### config.mk
export PLATFORM = sky130hd
export DESIGN_NAME = gdfs_ram
export DESIGN_NICKNAME = d
export VERILOG_FILES = /design/src/hw/rtl/gdfs_ram.sv
export SDC_FILE = /design/constraint.sdc
export NUM_CORES = 1
export LEC_CHECK = 0
export ABC_AREA = 0
export BUFFER_PORTS_ARGS = -buffer_cell sky130_fd_sc_hd__buf_2
export CAP_MARGIN = 15
export CORE_MARGIN = 10
export CORE_UTILIZATION = 40
export CTS_BUF_LIST = sky130_fd_sc_hd__clkbuf_16
export CTS_CLUSTER_SIZE = 16
export DETAILED_ROUTE_END_ITERATION = 12
export MAX_ROUTING_LAYER = met4
export PLACE_DENSITY_LB_ADDON = 0.12
export SYNTH_ARGS = -nofsm -noshare
export SYNTH_HDL_FRONTEND = slang
export SYNTH_SLANG_ARGS = --single-unit
export TNS_END_PERCENT = 100
### constraint.sdc
create_clock -name i_clk -period 2.7 [get_ports i_clk]
set_clock_uncertainty 0.2 [all_clocks]
set_input_delay 0.405 -clock i_clk [delete_from_list [all_inputs] [get_ports i_clk]]
set_output_delay 0.405 -clock i_clk [all_outputs]
set_load 0.005 [all_outputs]
### src/hw/rtl/gdfs_ram.sv
// Generic single-write, single-read RAM with registered read data.
// Stand-alone; used for the visited map and the path stack.
module gdfs_ram #(
    parameter int WIDTH = 8,
    parameter int DEPTH = 16
) (
    input  logic                     i_clk,
    input  logic                     i_we,
    input  logic [$clog2(DEPTH)-1:0] i_waddr,
    input  logic [WIDTH-1:0]         i_wdata,
    input  logic [$clog2(DEPTH)-1:0] i_raddr,
    output logic [WIDTH-1:0]         o_rdata
);

    logic [WIDTH-1:0] r_mem [DEPTH];
    logic [WIDTH-1:0] r_rdata;

    // Write port and registered read port.
    always_ff @(posedge i_clk) begin
        if (i_we) begin
            r_mem[i_waddr] <= i_wdata;
        end
        r_rdata <= r_mem[i_raddr];
    end

    assign o_rdata = r_rdata;

endmodule

==> run summary <==
status -> complete, no violations
buffers added on ports -> 25
Worst-Margin Slew -> 722 ps
Netlist cell types -> 19
critical path's top delay family -> multiplexers
CTS Buf Count -> 17
P per Cell Area -> 741 nW/um^2
crit end category -> flop
# DRC -> 0
via count -> 2437
worst-skew pair later-pin latency -> 420 ps
first-pass GRT wire length -> 16.1 mm
cts repair resizes -> 0
wire per inst -> 22.4 microns
Core ar. -> 12600 sq um
iteration count of the initial detailed-routing pass -> 4
Max IR drop VDD -> 391 uV
area grow syn2layout -> 17.7%
Final period util -> 0.618
Avg Inst Size Synth -> 22.5 sq um
# IOs -> 26
Post-CTS Setup Inserts -> 0
RR Startpoint -> r_mem[10][6]
Reg2Reg Setup Slack -> 1110 ps
max cap viols -> 0
Final Hold Slack -> 182 ps
Net Count, Synth -> 247
setup_tns -> 0 ps
GRT Overall Usage -> 0.129
crit path buf inv count -> 2
Cells after Synth -> 229
area of the multi-input gates -> 1060 sq um
Root Buffer -> clkbuf_16
final slew viol count -> 0
Die W -> 133 microns
Req. time, crit path -> 2780 ps
Critical Path Start Type -> primary input
# rows -> 41
DR iter-0 viols -> 202
TritonCTS clock tree -> done
share of cells above drive strength 1 -> 0.281
antenna violations before repair -> 1
WL final -> 10.5 mm
CTS Sinks -> 136
DIE AREA -> 17800 sq um
# setup viols final -> 0
achievable frequency -> 600 MHz
GPL Wtd Cong -> 0.741
Initial Utilization -> 0.408
normalized max-slew margin -> 0.517
CTS clock-pin slew for the worst setup and hold paths -> 50 ps
DP HPWL -> 6.36 mm
largest net degree at the start of global routing -> 33
Worst Hold Class -> primary input to flop
hold_sp -> i_wdata[5]
FF-to-FF path depth -> 3
Post-synth top flop -> edfxtp_1
Hold Path Depth -> 1
Vias/cell -> 5.21
synthesized area -> 5150 sq um
Post-synth EDFFs -> 128
die height -> 133 microns
RSZ-0062 raised after global routing -> false
Post-Layout Cell Count -> 468
CTS Buffer Depth -> 2
CP peak stage delay -> 530 ps
layout net count -> 300
Hold Buf Count CTS -> 0
post-synthesis sequential area ratio -> 0.778
#FFs+latches synth -> 136
Hold EP -> r_mem[6][5]
number of global-route vias before repair -> 2616
H-Tree Depth -> 4
crit-path max FO -> 32
Crit path arrival time -> 1750 ps
GRT Residual Overflow -> 0
synth warn -> 0
Crit-path slowest cell -> mux4_2
crit path cell chain -> buf_2 > buf_12 > mux4_2 > a22oi_1 > nand2_1
Placed Instances -> 435
P_leak -> 2.07 nW
RR Endpoint -> o_rdata[6]
ANT nets after route -> 0
Sequential cell area -> 4000 sq um
Crit Path Category -> primary input to flop
Fill cells -> 1082
FFs w/ async S/R, synth -> 0
final hold vios -> 0
post-route minimum period -> 1670 ps
[stage by stage]
step / util / area, sq um / setup slack [ps] / power [mW]
final: 0.480 / 6060 / 1030 / 4.49
after CTS: 0.480 / 6050 / 1010 / 4.54
after global placement: 0.441 / 5570 / 566 / 2.64
after floorplan: - / 5150 / 602 / 2.54
after detailed placement: 0.441 / 5570 / 562 / 2.64
after global routing: 0.480 / 6060 / 961 / 4.66
[per-layer routing]
metal | GRT usage | part of all wire | up-vias
met5 | - | 0 | -
met4 | 0.0605 | 0.021 | 0
met3 | 0.0402 | 0.051 | 16
met2 | 0.182 | 0.46 | 57
met1 | 0.167 | 0.47 | 1282
li1 | - | - | 1082
[state kept, by name, summed over array words and instances, names as in the netlist]
register	count
o_rdata	8
r_mem	128
[Yosys cell counts, types with 2 or more instances]
cell type | number | area share
nor2_1 | 13 | 0.0095
a22oi_1 | 16 | 0.023
nor3_1 | 4 | 0.0039
nand3b_1 | 2 | 0.0029
nand2b_1 | 2 | 0.0024
dfxtp_1 | 8 | 0.031
nand2_1 | 9 | 0.0066
clkdlybuf4s25_2 | 3 | 0.0058
buf_6 | 3 | 0.0066
buf_2 | 3 | 0.0029
mux4_2 | 18 | 0.079
mux4_1 | 14 | 0.071
edfxtp_1 | 128 | 0.75
[area by class of cell]
type / instances / share of cell area
multi-input cells: 83 / 0.175
diodes: 1 / 0.000413
well taps: 172 / 0.0355
clock buffers: 17 / 0.0702
clock inverters: 15 / 0.00992
repair buffers: 44 / 0.0483
flip-flops and latches: 136 / 0.661
[power by group]
group          internal [mW]  switching, mW  total [mW]
sequential              2.36         0.0141        2.38
combinational         0.0946          0.124       0.219
clock                   1.12          0.770        1.89
total                   3.58          0.908        4.49
[logic make-up (layout without fill, tap and decap cells)]
| logic type | after synthesis | in the layout | synth area share |
|---|---|---|---|
| AO/OA/AOI/OAI | 16 | 16 | 0.0233 |
| buffers and inverters | 10 | 76 | 0.0168 |
| AND/OR/NAND/NOR | 35 | 35 | 0.0318 |
| multiplexers | 32 | 32 | 0.150 |
| flip-flops | 136 | 136 | 0.778 |
| other | 0 | 1 | 0 |
[worst max-delay path by stage]
| stage | to | start | depth (start not counted) | slack, ps |
|---|---|---|---|---|
| after CTS | o_rdata[3] | i_raddr[0] | 5 | 1010 |
| after global placement | o_rdata[3] | i_raddr[0] | 5 | 570 |
| after floorplan | r_mem[0][0] | i_waddr[2] | 2 | 600 |
| after global routing | o_rdata[3] | i_raddr[0] | 5 | 960 |
| after detailed placement | o_rdata[3] | i_raddr[0] | 5 | 560 |
| final | o_rdata[6] | i_raddr[0] | 5 | 1030 |
[cell usage in the layout, fill, tap and decap left out]
master | Yosys | layout
clkinv_2 | 0 | 3
nand2b_1 | 2 | 2
nor2_1 | 13 | 13
nor3_1 | 4 | 4
inv_1 | 0 | 8
diode_2 | 0 | 1
clkinv_1 | 0 | 4
buf_4 | 1 | 17
nor2b_1 | 1 | 1
mux4_2 | 18 | 18
nand2_1 | 9 | 9
nand3_1 | 1 | 1
dfxtp_1 | 8 | 8
edfxtp_1 | 128 | 128
or3b_2 | 1 | 1
a22oi_1 | 16 | 16
and2b_1 | 1 | 1
clkbuf_16 | 0 | 17
buf_2 | 3 | 25
nand3b_1 | 2 | 2
buf_12 | 0 | 2
mux4_1 | 14 | 14
and2_1 | 1 | 1
No activity file was read; power rests on OpenSTA's default activity.
