### src/hw/rtl/gdfs_pkg.sv
// Shared types, constants and helper functions for the grid DFS explore controller.
// Used by gdfs_nbr, gdfs_act_buf and the controller unit; depends on nothing else.
package gdfs_pkg;

    // Grid and stack sizing.
    localparam int GRID_BITS   = 6;
    localparam int STACK_DEPTH = 4096;
    localparam int GRID_SIZE   = 1 << GRID_BITS;
    localparam int STACK_AW    = $clog2(STACK_DEPTH);
    localparam int LEVEL_W     = $clog2(STACK_DEPTH + 1);
    localparam int ENTRY_W     = 5;
    localparam int CFG_W       = 6;

    // Action buffer sizing: one run holds at most five actions.
    localparam int ACT_SLOTS = 5;
    localparam int CNT_W     = $clog2(ACT_SLOTS + 1);
    localparam int SLOT_W    = $clog2(ACT_SLOTS);

    typedef logic [GRID_BITS-1:0] t_coord;
    typedef logic [LEVEL_W-1:0]   t_level;
    typedef logic [GRID_SIZE-1:0] t_row;
    typedef logic [1:0]           t_dir;
    typedef logic [1:0]           t_act;
    typedef logic [1:0]           t_phase;

    // Directions.
    localparam t_dir DIR_UP    = 2'd0;
    localparam t_dir DIR_DOWN  = 2'd1;
    localparam t_dir DIR_LEFT  = 2'd2;
    localparam t_dir DIR_RIGHT = 2'd3;

    // Action codes.
    localparam t_act ACT_CLEAN = 2'd0;
    localparam t_act ACT_LEFT  = 2'd1;
    localparam t_act ACT_RIGHT = 2'd2;
    localparam t_act ACT_MOVE  = 2'd3;

    // Exploration phases.
    localparam t_phase PH_IDLE    = 2'd0;
    localparam t_phase PH_EXPLORE = 2'd1;
    localparam t_phase PH_RETURN  = 2'd2;
    localparam t_phase PH_DONE    = 2'd3;

    // Input commands.
    localparam logic CMD_START  = 1'b0;
    localparam logic CMD_REPORT = 1'b1;

    // Configuration register indexes.
    localparam logic CFG_START_ROW = 1'b0;
    localparam logic CFG_START_COL = 1'b1;

    // Neighbour index value that marks an entry with all neighbours tried.
    localparam logic [2:0] IDX_DONE = 3'd4;

    // Turns needed to align the heading: n copies of act.
    typedef struct packed {
        logic [1:0] n;
        t_act       act;
    } t_turn;

    // Actions produced in one cycle, in the order clean, turns, move.
    typedef struct packed {
        logic  clean;
        t_turn turn;
        logic  move;
    } t_emit;

    // Neighbour cell and whether it lies inside the grid.
    typedef struct packed {
        logic   valid;
        t_coord row;
        t_coord col;
    } t_nbr;

    // Heading reached by one right turn.
    function automatic t_dir clockwise(input t_dir d);
        t_dir r;
        unique case (d)
            DIR_UP:    r = DIR_RIGHT;
            DIR_DOWN:  r = DIR_LEFT;
            DIR_LEFT:  r = DIR_UP;
            default:   r = DIR_DOWN;
        endcase
        return r;
    endfunction

    // Turns that bring heading cur to need; a reversal is two rights.
    function automatic t_turn align_turn(input t_dir cur, input t_dir need);
        t_turn t;
        t.n   = 2'd0;
        t.act = ACT_RIGHT;
        if (cur == need) begin
            t.n = 2'd0;
        end else if ((cur ^ 2'd1) == need) begin
            t.n = 2'd2;
        end else if (clockwise(cur) == need) begin
            t.n = 2'd1;
        end else begin
            t.n   = 2'd1;
            t.act = ACT_LEFT;
        end
        return t;
    endfunction

endpackage

### src/hw/rtl/gdfs_act_buf.sv
// Action buffer: collects the actions of one run, then streams them out with last and finished.
// Depends on gdfs_pkg.
module gdfs_act_buf (
    input  logic                  i_clk,
    input  logic                  i_rst_n,
    input  gdfs_pkg::t_emit       i_emit,
    input  logic                  i_go,
    input  logic                  i_fin,
    output logic                  o_m_tvalid,
    input  logic                  i_m_tready,
    output gdfs_pkg::t_act        o_action,
    output logic                  o_last,
    output logic                  o_fin,
    output logic                  o_busy
);

    gdfs_pkg::t_act                 r_act [gdfs_pkg::ACT_SLOTS];
    gdfs_pkg::t_act                 n_act [gdfs_pkg::ACT_SLOTS];
    logic [gdfs_pkg::CNT_W-1:0]     r_cnt, n_cnt;
    logic [gdfs_pkg::SLOT_W-1:0]    r_rd, n_rd;
    logic                           r_drain, n_drain;
    logic                           r_fin, n_fin;
    logic                           w_last;
    logic                           w_take;

    assign w_last = (gdfs_pkg::CNT_W'(r_rd) == (r_cnt - gdfs_pkg::CNT_W'(1)));
    assign w_take = r_drain && i_m_tready;

    // Append new actions behind the stored ones and step the read pointer on each accepted transfer.
    always_comb begin
        int m;
        int off;
        int c;
        int nt;
        int sum;
        c   = int'(i_emit.clean);
        nt  = int'(i_emit.turn.n);
        m   = c + nt + int'(i_emit.move);
        off = 0;
        sum = int'(r_cnt) + m;
        for (int k = 0; k < gdfs_pkg::ACT_SLOTS; k++) begin
            n_act[k] = r_act[k];
            if (k >= int'(r_cnt) && k < sum) begin
                off = k - int'(r_cnt);
                if (off < c) begin
                    n_act[k] = gdfs_pkg::ACT_CLEAN;
                end else if (off < c + nt) begin
                    n_act[k] = i_emit.turn.act;
                end else begin
                    n_act[k] = gdfs_pkg::ACT_MOVE;
                end
            end
        end
        n_cnt   = r_cnt;
        n_rd    = r_rd;
        n_drain = r_drain;
        n_fin   = r_fin;
        if (w_take) begin
            if (w_last) begin
                n_cnt   = '0;
                n_rd    = '0;
                n_drain = 1'b0;
            end else begin
                n_rd = r_rd + gdfs_pkg::SLOT_W'(1);
            end
        end else if (i_go) begin
            n_drain = (r_cnt != '0);
            n_fin   = i_fin;
        end else if (m != 0) begin
            n_cnt = (sum > gdfs_pkg::ACT_SLOTS) ? gdfs_pkg::CNT_W'(gdfs_pkg::ACT_SLOTS)
                                                : gdfs_pkg::CNT_W'(sum);
        end
    end

    // Control state resets; stored actions and the finished flag are payload.
    always_ff @(posedge i_clk) begin
        if (!i_rst_n) begin
            r_cnt   <= '0;
            r_rd    <= '0;
            r_drain <= 1'b0;
        end else begin
            r_cnt   <= n_cnt;
            r_rd    <= n_rd;
            r_drain <= n_drain;
        end
        r_fin <= n_fin;
        for (int k = 0; k < gdfs_pkg::ACT_SLOTS; k++) begin
            r_act[k] <= n_act[k];
        end
    end

    assign o_m_tvalid = r_drain;
    assign o_action   = r_act[r_rd];
    assign o_last     = w_last;
    assign o_fin      = r_fin;
    assign o_busy     = r_drain || (r_cnt != '0);

endmodule

### config.mk
export PLATFORM = sky130hd
export DESIGN_NAME = gdfs_act_buf
export DESIGN_NICKNAME = d
export VERILOG_FILES = /design/src/hw/rtl/gdfs_pkg.sv /design/src/hw/rtl/gdfs_act_buf.sv
export SDC_FILE = /design/constraint.sdc
export NUM_CORES = 1
export LEC_CHECK = 0
export ABC_AREA = 0
export BUFFER_PORTS_ARGS = -buffer_cell sky130_fd_sc_hd__buf_2
export CORE_MARGIN = 1
export CORE_UTILIZATION = 60
export CTS_CLUSTER_DIAMETER = 150
export DETAILED_ROUTE_END_ITERATION = 16
export PLACE_DENSITY_LB_ADDON = 0.1
export REMOVE_ABC_BUFFERS = 1
export SETUP_SLACK_MARGIN = 0.05
export SYNTH_ARGS = -nofsm -noshare
export SYNTH_HDL_FRONTEND = slang
export SYNTH_SLANG_ARGS = --single-unit
### constraint.sdc
create_clock -name i_clk -period 4.63 [get_ports i_clk]
set_clock_uncertainty 0.15 [all_clocks]
set_input_delay 0.2315 -clock i_clk [delete_from_list [all_inputs] [get_ports i_clk]]
set_output_delay 0.2315 -clock i_clk [all_outputs]
set_load 0.01 [all_outputs]
==> summary.md <==
| Metric | Value |
|---|---|
| Status | completed |
| Layout cells sized above 1 | 0.183 |
| CP Data Required Time | 4.46 ns |
| Worst Tran Pin Value | 0.511 ns |
| Routed wire length per instance | 15.7 um |
| Die width | 51.9 um |
| Count of distinct cell types in the synthesized netlist | 40 |
| Worst hold stages | 3 |
| Top_reg_cell synth | edfxtp_1 |
| Clock latency on the worst-skew pair | 0.31 ns |
| FF-to-FF End | r_act[4][0] |
| Switching Fraction | 0.378 |
| Largest area contributor in the netlist | edfxtp_1 |
| Fin crit share | 0.637 |
| Yosys Warn Count | 0 |
| Post-synth ARST share | 0 |
| Worst Reg2Reg Path Length in Cells | 7 |
| Detail Route Antenna Nets | 0 |
| Placed insts | 187 |
| Worst r2r src | r_cnt[0] |
| CTS Sinks | 21 |
| Worst hold path endpoint | o_m_tvalid |
| Largest net degree at the start of global routing | 13 |
| Final count of negative-setup-slack endpoints | 0 |
| Fmax | 339 MHz |
| Final count of hold timing violations | 0 |
| Min-Delay Path Class | in2reg |
| CTS buffer count | 3 |
| Most instantiated cells after synthesis | 22 x ha_1, 18 x a21oi_1, 14 x inv_1, 11 x edfxtp_1, 10 x dfxtp_1 |
| Max cap viols | 0 |
| DP Wirelength | 2480 um |
| Root buffer cell | clkbuf_4 |
| Cell Pwr Density | 439 nW/um2 |
| Register area | 531 um2 |
| Mapped cell area | 1490 um2 |
| Via count | 1,174 |
| Rel. slew slack | 0.655 |
| CTS tree | yes |
| Internal power | 446 uW |
| Sequential power share | 0.403 |
| CP peak stage delay | 0.54 ns |
| Minimum clock period | 2.95 ns |
| Starting Density | 0.655 |
| Seq cells post-synth | 21 |
| Gr ovfl total | 0 |
| Critical path peak fanout | 7 |
| M2 GR Usage | 0.470 |
| WP buf/inv | 2 |
| I/O Pins | 17 |
| Mapped Cells | 144 |
| Routed WL | 3020 um |
| Setup TNS | 0 ns |
| Footprint of the multi-input gates | 893 um2 |
| Count leader, synth | ha_1 |
| Clk pin slew, worst setup/hold paths | 0.12 ns |
| FILL cells | 194 |
| Die H | 51.9 um |
| First-pass GRT wire length | 5350 um |
| Clock power frac | 0.122 |
| Post-CTS Setup Inserts | 0 |
| First-pass detailed-route iteration total | 4 |
| Peak VDD IR | 0.296 mV |
| Area growth from synthesis to layout | 9.48% |
| HP Start | i_go |
| Vias in the first global route | 1,189 |
| Sequential area share after synthesis | 0.356 |
| Final cell count without fillers | 192 |
| Critical path arrival | 2.78 ns |
| Total GRT Usage | 0.276 |
| CP Class | in2reg |
| Worst hold slack | 0.0878 ns |
| Max-slew violations | 0 |
| Finished Core Util | 0.717 |
| Top cell type's share of synthesized area | 0.221 |
| Delay-heaviest family, CP | adder cells |
| Die ar. | 2690 um2 |
| CP max-delay cell | fa_1 |
| Share of power burned in combinational logic | 0.475 |
| GP Congestion | 0.809 |
| Fin nets | 200 |
| CTS max path bufs | 2 |
| Leakage power | 0.000727 uW |
| Port Buffers | 16 |
| RSZ-0062 raised after global routing | false |
| H-tree depth | 1 |
| NetSw | 271 uW |
| Critical path, cell by cell | buf_2 -> ha_1 -> ha_1 -> fa_1 -> inv_1 -> fa_1 -> nor2b_1 -> a21oi_1 -> nor3_2 -> a211oi_1 |
| Core ar. | 2280 um2 |
| Initial antenna violation count | 0 |
| ANT cells | 0 |
| Vias per cell | 6.11 |
| Rows | 17 |
| Met1 GRT Util | 0.345 |
| GR Util met3 | 0.0292 |
| DR iter-0 viols | 50 |
| Launch point of the worst path | i_emit[5] |
| CP Capture Type | register |
| Area contributors post-synth | edfxtp_1 22%, ha_1 18%, dfxtp_1 13%, a21oi_1 6.0%, inv_1 3.5% |
| Post-synth EDFFs | 11 |
| Worst setup SP type | input port |
| Number of remaining DRC errors | 0 |
| Busiest layer in global routing | met2 |
| Post-synthesis area per instance | 10.4 um2 |
| R2R setup slack | 2.06 ns |
## tightest hold or removal path, stage by stage
cell and delay (ns):
buf_2 0.12, nor2_1 0.10, a211oi_1 0.05
## layout make-up
| type | instances | area share |
|---|---|---|
| clock buffers | 3 | 0.0138 |
| well taps | 28 | 0.0215 |
| flip-flops and latches | 21 | 0.325 |
| multi-input cells | 107 | 0.547 |
| clock inverters | 1 | 0.00307 |
| inverters | 15 | 0.0345 |
| repair buffers | 17 | 0.0552 |
## routing by layer
layer,vias up,wire [um]
met5,-,0
met4,0,86
met3,8,131
met2,39,1520
met1,559,1280
li1,568,-
## metrics by stage
| step | power [uW] | setup slack (ns) | cell area (um2) |
|---|---|---|---|
| floorplan | 534 | 1.77 | 1480 |
| global placement | 613 | 1.50 | 1600 |
| detailed placement | 629 | 1.35 | 1600 |
| CTS | 716 | 1.69 | 1630 |
| global route | 773 | 1.45 | 1630 |
| finish | 717 | 1.68 | 1630 |
## power groups by stage
stage          Combinational [uW]  Clock, uW  Sequential [uW]
2_1_floorplan                 249          0              286
5_1_grt                       381       96.3              296
6_report                      341       87.2              289
3_3_place_gp                  319          0              294
4_1_cts                       338       87.8              290
3_5_place_dp                  335          0              294
## kinds of logic (layout without fill, tap and decap cells)
group                      Yosys count  in the layout  share of synthesized area
AOI/OAI and AO/OA                   41             41                      0.180
muxes                                4              4                     0.0453
and+or+nand+nor                     31             31                      0.122
adders and majority gates           24             24                      0.211
xor gates and xnor gates             7              7                     0.0411
buffers and inverters               16             36                     0.0453
DFF                                 21             21                      0.356
## cells in the final DEF, fill, tap and decap left out, types with 2 or more instances in the layout
cell type / netlist / layout
o32ai_1: 2 / 2
nor2_1: 4 / 4
xnor2_1: 2 / 2
fa_1: 2 / 2
a21o_1: 4 / 4
mux2_2: 2 / 2
o21a_1: 2 / 2
clkbuf_4: 0 / 3
edfxtp_1: 11 / 11
a21boi_1: 2 / 2
a21oi_1: 18 / 18
inv_1: 14 / 14
dfxtp_1: 10 / 10
buf_2: 0 / 16
nor3_1: 3 / 3
nand2_1: 8 / 8
nand2b_1: 3 / 3
o31ai_1: 2 / 2
mux4_2: 2 / 2
a211oi_1: 3 / 3
nor2b_1: 4 / 4
ha_1: 22 / 22
xor2_1: 5 / 5
## worst max path at each step
stage | to | cells after the start
finish | r_act[4][0] | 10
global route | r_act[2][0] | 10
CTS | r_act[4][1] | 10
detailed placement | r_act[4][0] | 10
global placement | r_act[4][0] | 10
floorplan | r_act[4][0] | 9
## what timing repair did
| item | CTS | global route |
|---|---|---|
| hold buffers | 1 | 0 |
| endpoints found under the hold margin | 1 | 0 |
| gates resized for setup | 0 | 0 |
No activity file was read; power rests on OpenSTA's default activity.
