`src/hw/rtl/gdfs_pkg.sv`:
```
// Shared types, constants and helper functions for the grid DFS explore controller.
// Used by gdfs_nbr, gdfs_act_buf and the controller unit; depends on nothing else.
package gdfs_pkg;

    // Grid and stack sizing.
    localparam int GRID_BITS   = 6;
    localparam int STACK_DEPTH = 4096;
    localparam int GRID_SIZE   = 1 << GRID_BITS;
    localparam int STACK_AW    = $clog2(STACK_DEPTH);
    localparam int LEVEL_W     = $clog2(STACK_DEPTH + 1);
    localparam int ENTRY_W     = 5;
    localparam int CFG_W       = 6;

    // Action buffer sizing: one run holds at most five actions.
    localparam int ACT_SLOTS = 5;
    localparam int CNT_W     = $clog2(ACT_SLOTS + 1);
    localparam int SLOT_W    = $clog2(ACT_SLOTS);

    typedef logic [GRID_BITS-1:0] t_coord;
    typedef logic [LEVEL_W-1:0]   t_level;
    typedef logic [GRID_SIZE-1:0] t_row;
    typedef logic [1:0]           t_dir;
    typedef logic [1:0]           t_act;
    typedef logic [1:0]           t_phase;

    // Directions.
    localparam t_dir DIR_UP    = 2'd0;
    localparam t_dir DIR_DOWN  = 2'd1;
    localparam t_dir DIR_LEFT  = 2'd2;
    localparam t_dir DIR_RIGHT = 2'd3;

    // Action codes.
    localparam t_act ACT_CLEAN = 2'd0;
    localparam t_act ACT_LEFT  = 2'd1;
    localparam t_act ACT_RIGHT = 2'd2;
    localparam t_act ACT_MOVE  = 2'd3;

    // Exploration phases.
    localparam t_phase PH_IDLE    = 2'd0;
    localparam t_phase PH_EXPLORE = 2'd1;
    localparam t_phase PH_RETURN  = 2'd2;
    localparam t_phase PH_DONE    = 2'd3;

    // Input commands.
    localparam logic CMD_START  = 1'b0;
    localparam logic CMD_REPORT = 1'b1;

    // Configuration register indexes.
    localparam logic CFG_START_ROW = 1'b0;
    localparam logic CFG_START_COL = 1'b1;

    // Neighbour index value that marks an entry with all neighbours tried.
    localparam logic [2:0] IDX_DONE = 3'd4;

    // Turns needed to align the heading: n copies of act.
    typedef struct packed {
        logic [1:0] n;
        t_act       act;
    } t_turn;

    // Actions produced in one cycle, in the order clean, turns, move.
    typedef struct packed {
        logic  clean;
        t_turn turn;
        logic  move;
    } t_emit;

    // Neighbour cell and whether it lies inside the grid.
    typedef struct packed {
        logic   valid;
        t_coord row;
        t_coord col;
    } t_nbr;

    // Heading reached by one right turn.
    function automatic t_dir clockwise(input t_dir d);
        t_dir r;
        unique case (d)
            DIR_UP:    r = DIR_RIGHT;
            DIR_DOWN:  r = DIR_LEFT;
            DIR_LEFT:  r = DIR_UP;
            default:   r = DIR_DOWN;
        endcase
        return r;
    endfunction

    // Turns that bring heading cur to need; a reversal is two rights.
    function automatic t_turn align_turn(input t_dir cur, input t_dir need);
        t_turn t;
        t.n   = 2'd0;
        t.act = ACT_RIGHT;
        if (cur == need) begin
            t.n = 2'd0;
        end else if ((cur ^ 2'd1) == need) begin
            t.n = 2'd2;
        end else if (clockwise(cur) == need) begin
            t.n = 2'd1;
        end else begin
            t.n   = 2'd1;
            t.act = ACT_LEFT;
        end
        return t;
    endfunction

endpackage

```
`src/hw/rtl/gdfs_nbr.sv`:
```
// Shared neighbour unit: steps one cell from a position in a direction and flags grid edges.
// Depends on gdfs_pkg.
module gdfs_nbr (
    input  gdfs_pkg::t_coord i_row,
    input  gdfs_pkg::t_coord i_col,
    input  gdfs_pkg::t_dir   i_dir,
    output gdfs_pkg::t_nbr   o_nbr
);

    // One step in the chosen direction; a step off the grid is invalid.
    always_comb begin
        o_nbr.valid = 1'b1;
        o_nbr.row   = i_row;
        o_nbr.col   = i_col;
        unique case (i_dir)
            gdfs_pkg::DIR_UP: begin
                o_nbr.valid = (i_row != '0);
                o_nbr.row   = i_row - gdfs_pkg::t_coord'(1);
            end
            gdfs_pkg::DIR_DOWN: begin
                o_nbr.valid = (i_row != '1);
                o_nbr.row   = i_row + gdfs_pkg::t_coord'(1);
            end
            gdfs_pkg::DIR_LEFT: begin
                o_nbr.valid = (i_col != '0);
                o_nbr.col   = i_col - gdfs_pkg::t_coord'(1);
            end
            default: begin
                o_nbr.valid = (i_col != '1);
                o_nbr.col   = i_col + gdfs_pkg::t_coord'(1);
            end
        endcase
    end

endmodule

```
`config.mk`:
```
export PLATFORM = sky130hd
export DESIGN_NAME = gdfs_nbr
export DESIGN_NICKNAME = d
export VERILOG_FILES = /design/src/hw/rtl/gdfs_pkg.sv /design/src/hw/rtl/gdfs_nbr.sv
export SDC_FILE = /design/constraint.sdc
export NUM_CORES = 1
export LEC_CHECK = 0
export ABC_CLOCK_PERIOD_IN_PS = 1400
export BUFFER_PORTS_ARGS = -buffer_cell sky130_fd_sc_hd__buf_4
export CORE_AREA = 2 2 39 41
export DETAILED_ROUTE_END_ITERATION = 12
export DIE_AREA = 0 0 41 43
export PLACE_DENSITY_LB_ADDON = 0.1
export SETUP_SLACK_MARGIN = 0.2
export SLEW_MARGIN = 20
export SYNTH_ARGS = -nofsm -noshare
export SYNTH_HDL_FRONTEND = slang
export SYNTH_SLANG_ARGS = --single-unit
```
`constraint.sdc`:
```
create_clock -name vclk -period 1.4
set_input_delay 0.07 -clock vclk [all_inputs]
set_output_delay 0.07 -clock vclk [all_outputs]
set_load 0.005 [all_outputs]
```
==> results of run 1 <==
-- cell families (layout without fill, tap and decap cells) --
kind of cell	count (synthesis)	count (layout)
and+or+nand+nor	27	27
adders and majority gates	6	6
buffers and inverters	4	44
xor gates and xnor gates	11	11
AOI/OAI and AO/OA	17	17
muxes	3	3
-- repair_timing --
item,in CTS,in global routing
gates resized for setup,11,8
setup buffers,1,1
endpoints found under the setup margin,10,10
gates cloned,0,0
pin swaps,17,7
hold buffers,0,0
-- power by group through the flow --
stage | registers, uW | logic (uW) | clock network, uW
global route | 0 | 404 | 0
finish | 0 | 370 | 0
floorplan | 0 | 153 | 0
CTS | 0 | 343 | 0
global placement | 0 | 318 | 0
detailed placement | 0 | 322 | 0
-- worst max-delay path, stage by stage --
cell      delay [ns]
buf_6           0.09
or2b_4          0.30
ha_4            0.24
a211oi_4        0.23
nor4_1          0.09
or3b_1          0.36
xor2_1          0.15
buf_4           0.13
-- worst min-delay path by stage --
stage                     startpoint        end  slack, ns  cells past startpoint
final                       i_col[5]   o_nbr[5]       0.42                      3
after global routing        i_row[5]  o_nbr[11]       0.44                      3
after CTS                   i_col[5]   o_nbr[5]       0.42                      3
after detailed placement    i_col[5]   o_nbr[5]       0.42                      3
after global placement      i_col[5]   o_nbr[5]       0.42                      3
after floorplan             i_row[0]   o_nbr[6]       0.19                      1
-- cells in the final DEF (no fill, tap or decap), types with 2 or more instances in the layout --
cell type  count
buf_4         35
nor4_1         3
ha_4           3
o21ai_1        9
nor3_1         2
or4_1          2
xnor2_1        7
a21oi_2        2
nand2_1        5
a21o_1         3
nor2_1         2
buf_6          8
xor2_1         3
nand3_1        3
-- stage by stage --
| step | TNS, ns | util | hold WS, ns | area, sq um | instances |
|---|---|---|---|---|---|
| finish | -1.098 | 0.6790 | 0.4201 | 939.7 | 124 |
| global route | -1.939 | 0.6790 | 0.4395 | 939.7 | 124 |
| CTS | -1.045 | 0.6474 | 0.4227 | 895.9 | 123 |
| detailed placement | -1.612 | 0.6148 | 0.4223 | 850.8 | 122 |
| global placement | -1.422 | 0.6148 | 0.4198 | 850.8 | 122 |
| floorplan | -0.1075 | - | 0.1899 | 540.5 | 68 |
-- routing by layer --
| metal | GRT usage | vias to the layer above | share of wire | routed length (um) |
|---|---|---|---|---|
| li1 | - | 336 | - | - |
| met1 | 0.2389 | 306 | 0.40 | 622 |
| met2 | 0.3625 | 15 | 0.55 | 858 |
| met3 | 0 | 0 | 0.046 | 72 |
| met4 | 0 | 0 | 0 | 0 |
| met5 | 0 | - | 0 | 0 |
-- final cells by class --
| cell class | count | area (sq um) |
|---|---|---|
| multi-input combinational | 64 | 563.0 |
| fill | 127 | 444.2 |
| timing repair buffer | 43 | 352.8 |
| tap | 16 | 20.02 |
| inverter | 1 | 3.754 |
==> flow_metrics.py, run 1 <==
metrics = {
    "die": {
        "dieArea_sq_mm": 0.001763,
        "ios": 27,
        "die_w_um": 41,
        "dieHeight_um": 43,
        "coreArea_sq_mm": 0.001384,
        "initial_core_util": 0.3571,
        "rows": 14,
    },
    "yosys": {
        "synth_nets": 88,
        "ys_seq_area_frac": 0,
        "synth_xor_area_frac": 0.1949,
        "synth_top_area_frac": 0.1418,
        "synth_common_cells": "8 x xnor2_1, 6 x o21ai_1, 5 x ha_1, 5 x nand2_1",
        "synthSimpleGateAreaFrac": 0.3316,
        "yosysWarningCount": 0,
        "synth.mux.area_fraction": 0.06582,
        "synth_compound_area_frac": 0.1975,
        "yosysTopAreaCell": "xnor2_1",
        "avgSynthCellArea_sq_um": 7.268,
        "syn_area_sq_um": 494.2,
        "ys_top_cells_by_area": "xnor2_1 14%, ha_1 13%, o21ai_1 6.1%",
        "synth_cells": 68,
        "yosys.area_share.adder": 0.1671,
        "synth_top_family_by_area": "simple AND/OR/NAND/NOR gates",
        "synth.most_common_cell": "xnor2_1",
        "yosysUniqueCellTypes": 30,
    },
    "grt": {
        "grt_pass1_vias": 605,
        "grt_pass1_wl_mm": 2.497,
        "track_usage": 0.1912,
        "grt_antenna_before_repair": 0,
        "grt_overflow": 0,
        "grt_max_degree": 21,
    },
    "placement": {
        "io_buffer_count": 27,
        "dpl.hpwl_mm": 1.180,
        "pre_cts_slack_ns": -0.4108,
        "gp_congestion": 0.7478,
    },
    "power": {
        "intPower_uw": 218.6,
        "swShare": 0.4085,
        "comb_power_share": 1.000,
        "irDropWorstVdd_mv": 0.2033,
        "p_sw_uw": 151.0,
        "power_density_mw_per_mm2": 393.3,
        "p_leak_uw": 0.0004055,
        "power_uw": 369.5,
        "p_clk_frac": 0,
        "p_seq_frac": 0,
    },
    "critical_path": {
        "path_max_fanout": 7,
        "crit_end": "o_nbr[11]",
        "worstSetupEndpointType": "output pin",
        "startpoint_type": "primary input",
        "cp.required_ns": 1.33,
        "crit_start": "i_dir[1]",
        "path_class": "in2out",
        "worstPathArrival_ns": 1.67,
    },
    "timing": {
        "post-route-period-util": 1.243,
        "rsz0062_at_grt": "true",
        "finalWorstSetupSlack_ns": -0.3397,
        "hold_viol": 0,
        "tightest_slew_ns": 0.2601,
        "slew_viol_final": 0,
        "slew_headroom": 0.8250,
        "timing.fmax_ghz": 0.5748,
        "min_period_ns": 1.740,
        "setup_violations": 9,
    },
    "route": {
        "vias": 657,
        "drtIter0Drc": 1,
        "avgViaCountPerCell": 5.298,
        "drt-pass1-iter-count": 3,
        "drc": 0,
        "wl_per_cell_um": 12.52,
        "antenna_left": 0,
        "wl_mm": 1.553,
    },
    "layout": {
        "num_antenna_cells": 0,
        "seqCellArea_sq_um": 0,
        "flops_and_latches": 0,
        "n_clock_buffer": 0,
        "drive_gt1_frac": 0.5370,
        "area_growth_pct": 90.13,
        "nNetsFinal": 130,
    },
    "status": {
        "status": "complete, but fails checks",
        "violations": "setup timing",
    },
    "run": {
        "drv_cap": 0,
    },
    "hold_path": {
        "hp-class": "in2out",
    },
}
Power figures use the tool's default switching activity.
==> run 2: changes to the inputs <==
--- a/config.mk
+++ b/config.mk
@@ -5,14 +5,14 @@
 export SDC_FILE = /design/constraint.sdc
 export NUM_CORES = 1
 export LEC_CHECK = 0
+export ABC_AREA = 1
 export ABC_CLOCK_PERIOD_IN_PS = 1400
 export BUFFER_PORTS_ARGS = -buffer_cell sky130_fd_sc_hd__buf_4
-export CORE_AREA = 2 2 39 41
+export CORE_UTILIZATION = 47
 export DETAILED_ROUTE_END_ITERATION = 12
-export DIE_AREA = 0 0 41 43
+export GPL_TIMING_DRIVEN = 0
 export PLACE_DENSITY_LB_ADDON = 0.1
 export SETUP_SLACK_MARGIN = 0.2
-export SLEW_MARGIN = 20
 export SYNTH_ARGS = -nofsm -noshare
 export SYNTH_HDL_FRONTEND = slang
 export SYNTH_SLANG_ARGS = --single-unit
==> flow_metrics.py, run 2 <==
metrics = {
    "layout": {
        "nNetsFinal": 183,
        "final_core_util": 0.8258,
        "seqCellArea_sq_um": 0,
        "flops_and_latches": 0,
        "final_cell_mix": "33 x buf_4, 29 x nand2_1, 16 x inv_1, 12 x nand3_1, 9 x nor2_1",
        "area_growth_pct": 59.39,
        "drive_gt1_frac": 0.3913,
        "num_antenna_cells": 0,
        "n_clock_buffer": 0,
        "layout_commonest_cell": "buf_4",
    },
    "die": {
        "initial_core_util": 0.5181,
        "dieHeight_um": 40.58,
        "ios": 27,
        "coreArea_sq_mm": 0.001350,
        "die_w_um": 40.58,
        "rows": 13,
        "dieArea_sq_mm": 0.001646,
    },
    "timing": {
        "min_period_ns": 1.482,
        "hold_viol": 0,
        "setup_violations": 1,
        "tightest_slew_ns": 0.2747,
        "finalWorstSetupSlack_ns": -0.08197,
        "rsz0062_at_grt": "true",
        "final.setup.tns_ns": -0.08197,
        "post-route-period-util": 1.059,
        "slew_headroom": 0.8152,
        "timing.fmax_ghz": 0.6748,
        "slew_viol_final": 0,
    },
    "grt": {
        "grt_antenna_before_repair": 0,
        "grtUsageMet3": 0,
        "met2_usage": 0.3452,
        "busiest_layer": "met1",
        "grt_pass1_vias": 638,
        "grt_max_degree": 11,
        "track_usage": 0.2316,
        "grt_pass1_wl_mm": 2.691,
        "grt_overflow": 0,
        "met1_usage": 0.3819,
    },
    "critical_path": {
        "path_cells": "buf_12, clkinv_8, nand2_8, ha_4, buf_4, nand3_1, nand2_1, o21ai_1, a21oi_1, nor2_1, buf_4",
        "cp.required_ns": 1.33,
        "crit_path_frequent_cell": "buf_4",
        "cpLargestDelayFamily": "buffers and inverters",
        "worstPathArrival_ns": 1.41,
        "startpoint_type": "primary input",
        "path_class": "in2out",
        "slowest_stage": "ha_4",
        "worstSetupEndpointType": "output pin",
        "path_max_fanout": 7,
        "critPathBufInv": 4,
        "slowest_delay_ns": 0.27,
    },
    "yosys": {
        "ys_seq_area_frac": 0,
        "synth_top_area_frac": 0.1771,
        "yosysUniqueCellTypes": 23,
        "synth_nets": 146,
        "synth.most_common_cell": "nand2_1",
        "syn_area_sq_um": 699.4,
        "ys_top_cells_by_area": "nand2_1 18%, nand3_1 9.3%, inv_1 9.1%",
        "avgSynthCellArea_sq_um": 5.551,
        "yosysTopAreaCell": "nand2_1",
        "synth_cells": 126,
        "yosysWarningCount": 0,
        "synth_common_cells": "33 x nand2_1, 17 x inv_1, 13 x nand3_1",
    },
    "placement": {
        "dpl.hpwl_mm": 1.460,
        "pre_cts_slack_ns": -0.04033,
        "gp_congestion": 0.8531,
        "io_buffer_count": 26,
    },
    "route": {
        "antenna_left": 0,
        "drtIter0Drc": 31,
        "avgViaCountPerCell": 5.563,
        "drc": 0,
        "wl_per_cell_um": 12.73,
        "wl_mm": 2.241,
        "drt-pass1-iter-count": 4,
        "vias": 979,
    },
    "power": {
        "power_uw": 429.9,
        "p_sw_uw": 220.5,
        "p_seq_frac": 0,
        "p_clk_frac": 0,
        "p_leak_uw": 0.0005782,
        "irDropWorstVdd_mv": 0.2504,
        "swShare": 0.5129,
        "power_density_mw_per_mm2": 385.6,
        "intPower_uw": 209.4,
        "comb_power_share": 1.000,
    },
    "status": {
        "violations": "setup timing",
        "status": "complete, but fails checks",
    },
    "run": {
        "drv_cap": 0,
    },
    "hold_path": {
        "hp-class": "in2out",
    },
}
==> run 2: cell count changes after synthesis, sizes merged, moves of 3 or more <==
| cell | before | now |
|---|---|---|
| nor2 | 2 | 11 |
| or4 | 3 | 0 |
| xnor2 | 8 | 1 |
| a21o | 3 | 0 |
| a21oi | 2 | 5 |
| inv | 1 | 19 |
| nor3 | 3 | 0 |
| nand4 | 1 | 5 |
| nand3 | 3 | 16 |
| nand2 | 5 | 40 |
==> run 2: path summary, 6_finish.rpt <==
path	cells after the start	start	slack, ns	endpoint
setup / recovery	11	i_dir[1]	-0.08	o_nbr[10]
hold / removal	4	i_row[5]	0.43	o_nbr[11]
==> run 2: cells by family after synthesis <==
family,count (synthesis),synth area share
buffers and inverters,22,0.1413
xor gates and xnor gates,4,0.05010
AOI/OAI and AO/OA,18,0.1324
adders and majority gates,6,0.1181
and+or+nand+nor,76,0.5581
==> run 2: power by group through the flow <==
stage	registers [uW]	logic, uW	clock network (uW)
final	0	430	0
after global routing	0	473	0
after CTS	0	384	0
after detailed placement	0	368	0
after global placement	0	360	0
after floorplan	0	225	0
==> run 2: cell type report <==
type,count,area [sq um]
multi-input cells,104,689.4
repair buffers,35,279.0
fillers,87,235.2
inverters,19,91.34
plain buffers,3,36.28
well taps,15,18.77
==> run 2: what timing repair did <==
action / CTS / global route
setup endpoints to repair: 6 / 9
endpoints found under the hold margin: 0 / 0
hold buffers: 0 / 0
resized for setup: 5 / 15
cloned: 0 / 0
setup buffers: 2 / 7
pin swaps: 6 / 13
==> run 2: stage by stage <==
step / hold WS, ns / area (sq um) / instances
global placement: 0.4172 / 984.7 / 167
floorplan: 0.1899 / 770.7 / 126
finish: 0.4342 / 1115 / 176
detailed placement: 0.4201 / 984.7 / 167
global route: 0.4630 / 1115 / 176
CTS: 0.4270 / 1016 / 169
==> run 2: metal layers <==
metal	vias up	wire length, um
met4	0	55
met2	68	1015
li1	483	-
met3	7	211
met1	421	959
met5	-	0
==> run 3: changes to the inputs <==
--- a/config.mk
+++ b/config.mk
@@ -6,10 +6,11 @@
 export NUM_CORES = 1
 export LEC_CHECK = 0
 export ABC_AREA = 1
-export ABC_CLOCK_PERIOD_IN_PS = 1400
+export ABC_CLOCK_PERIOD_IN_PS = 1800
 export BUFFER_PORTS_ARGS = -buffer_cell sky130_fd_sc_hd__buf_4
-export CORE_UTILIZATION = 47
+export CORE_AREA = 2 2 39 41
 export DETAILED_ROUTE_END_ITERATION = 12
+export DIE_AREA = 0 0 41 43
 export GPL_TIMING_DRIVEN = 0
 export PLACE_DENSITY_LB_ADDON = 0.1
 export SETUP_SLACK_MARGIN = 0.2
==> constraint.sdc (replaced) <==
create_clock -name vclk -period 1.8
set_input_delay 0.09 -clock vclk [all_inputs]
set_output_delay 0.09 -clock vclk [all_outputs]
set_load 0.005 [all_outputs]
==> flow_metrics.py, run 3 (synthesis results as in run 2) <==
metrics = {
    "grt": {
        "grt_overflow": 0,
        "track_usage": 0.2410,
        "grt_max_degree": 11,
        "grt_pass1_wl_mm": 3.139,
        "grt_antenna_before_repair": 0,
        "grt_pass1_vias": 782,
    },
    "layout": {
        "final_core_util": 0.7206,
        "num_antenna_cells": 0,
        "layout_commonest_cell": "nand2_1",
        "final_cell_mix": "33 x nand2_1, 28 x buf_4, 17 x inv_1, 13 x nand3_1, 10 x o21ai_0",
        "seqCellArea_sq_um": 0,
        "drive_gt1_frac": 0.3117,
        "nNetsFinal": 176,
        "flops_and_latches": 0,
        "fillers": 125,
        "area_growth_pct": 42.58,
        "n_clock_buffer": 0,
    },
    "route": {
        "wl_per_cell_um": 11.67,
        "wl_mm": 1.984,
        "drc": 0,
        "drt-pass1-iter-count": 4,
        "antenna_left": 0,
        "avgViaCountPerCell": 5.447,
        "drtIter0Drc": 12,
        "vias": 926,
    },
    "run": {
        "drv_cap": 0,
    },
    "placement": {
        "gp_congestion": 0.7522,
        "dpl.hpwl_mm": 1.535,
        "pre_cts_slack_ns": 0.1443,
        "io_buffer_count": 26,
    },
    "critical_path": {
        "startpoint_type": "primary input",
        "cp.required_ns": 1.71,
        "path_class": "in2out",
        "worstSetupEndpointType": "output pin",
        "worstPathArrival_ns": 1.39,
        "path_max_fanout": 8,
    },
    "die": {
        "coreArea_sq_mm": 0.001384,
        "initial_core_util": 0.5054,
        "die_w_um": 41,
        "rows": 14,
        "dieHeight_um": 43,
        "dieArea_sq_mm": 0.001763,
        "ios": 27,
    },
    "timing": {
        "rsz0062_at_grt": "true",
        "slew_headroom": 0.8414,
        "post-route-period-util": 0.8236,
        "final.setup.tns_ns": 0,
        "whs_ns": 0.4721,
        "timing.fmax_ghz": 0.6746,
        "min_period_ns": 1.482,
        "tightest_slew_ns": 0.2357,
        "slew_viol_final": 0,
        "finalWorstSetupSlack_ns": 0.3175,
        "setup_violations": 0,
        "hold_viol": 0,
    },
    "power": {
        "irDropWorstVdd_mv": 0.1794,
        "p_leak_uw": 0.0005317,
        "power_density_mw_per_mm2": 297.2,
    },
    "hold_path": {
        "hp-class": "in2out",
    },
    "status": {
        "status": "finished clean",
    },
}
[run 3: area by class of cell]
cell class | count | area [sq um] | area share
Multi-Input combinational cell | 104 | 660.6 | 0.6625
Buffer | 3 | 27.53 | 0.02760
Inverter | 19 | 78.83 | 0.07905
Tap cell | 16 | 20.02 | 0.02008
Timing Repair Buffer | 28 | 210.2 | 0.2108
[run 3: worst paths after layout]
kind | end | depth (start not counted) | slack, ns | from
setup / recovery | o_nbr[11] | 12 | 0.32 | i_dir[1]
hold / removal | o_nbr[11] | 4 | 0.47 | i_row[5]
[run 3: per-stage QoR]
| step | power, uW | cell area (sq um) | cells |
|---|---|---|---|
| floorplan | 157.5 | 699.4 | 126 |
| global placement | 258.2 | 914.6 | 168 |
| finish | 296.3 | 997.2 | 170 |
| detailed placement | 265.5 | 914.6 | 168 |
| CTS | 280.1 | 957.2 | 168 |
| global route | 330.4 | 997.2 | 170 |
[run 3: report_power, final]
group	total, uW	switching (uW)	leakage [uW]	internal, uW
Sequential	0	0	0	0
Clock	0	0	0	0
Combinational	296	156	0.000532	140
Total	296	156	0.000532	140
[run 3: layer usage]
layer / vias up / wire [um] / global-route usage
met2: 19 / 1087 / 0.4719
met3: 0 / 43 / 0.01047
met5: - / 0 / 0
met4: 0 / 0 / 0.02000
met1: 435 / 852 / 0.2698
li1: 472 / - / -
[run 3: repair_timing]
action,in CTS,in global routing
hold buffers,0,0
pin swaps,0,3
buffers inserted,0,2
setup endpoints to repair,2,3
resized for setup,5,5
[run 3: critical path: stages]
cell and delay [ns]:
buf_6 0.13, inv_6 0.09, nand2_8 0.09, ha_4 0.30, nand2_1 0.07, or2_1 0.24
nand3_1 0.07, nand2_1 0.05, nand2_1 0.06, nand2_1 0.04, nand2_1 0.05, buf_4 0.10
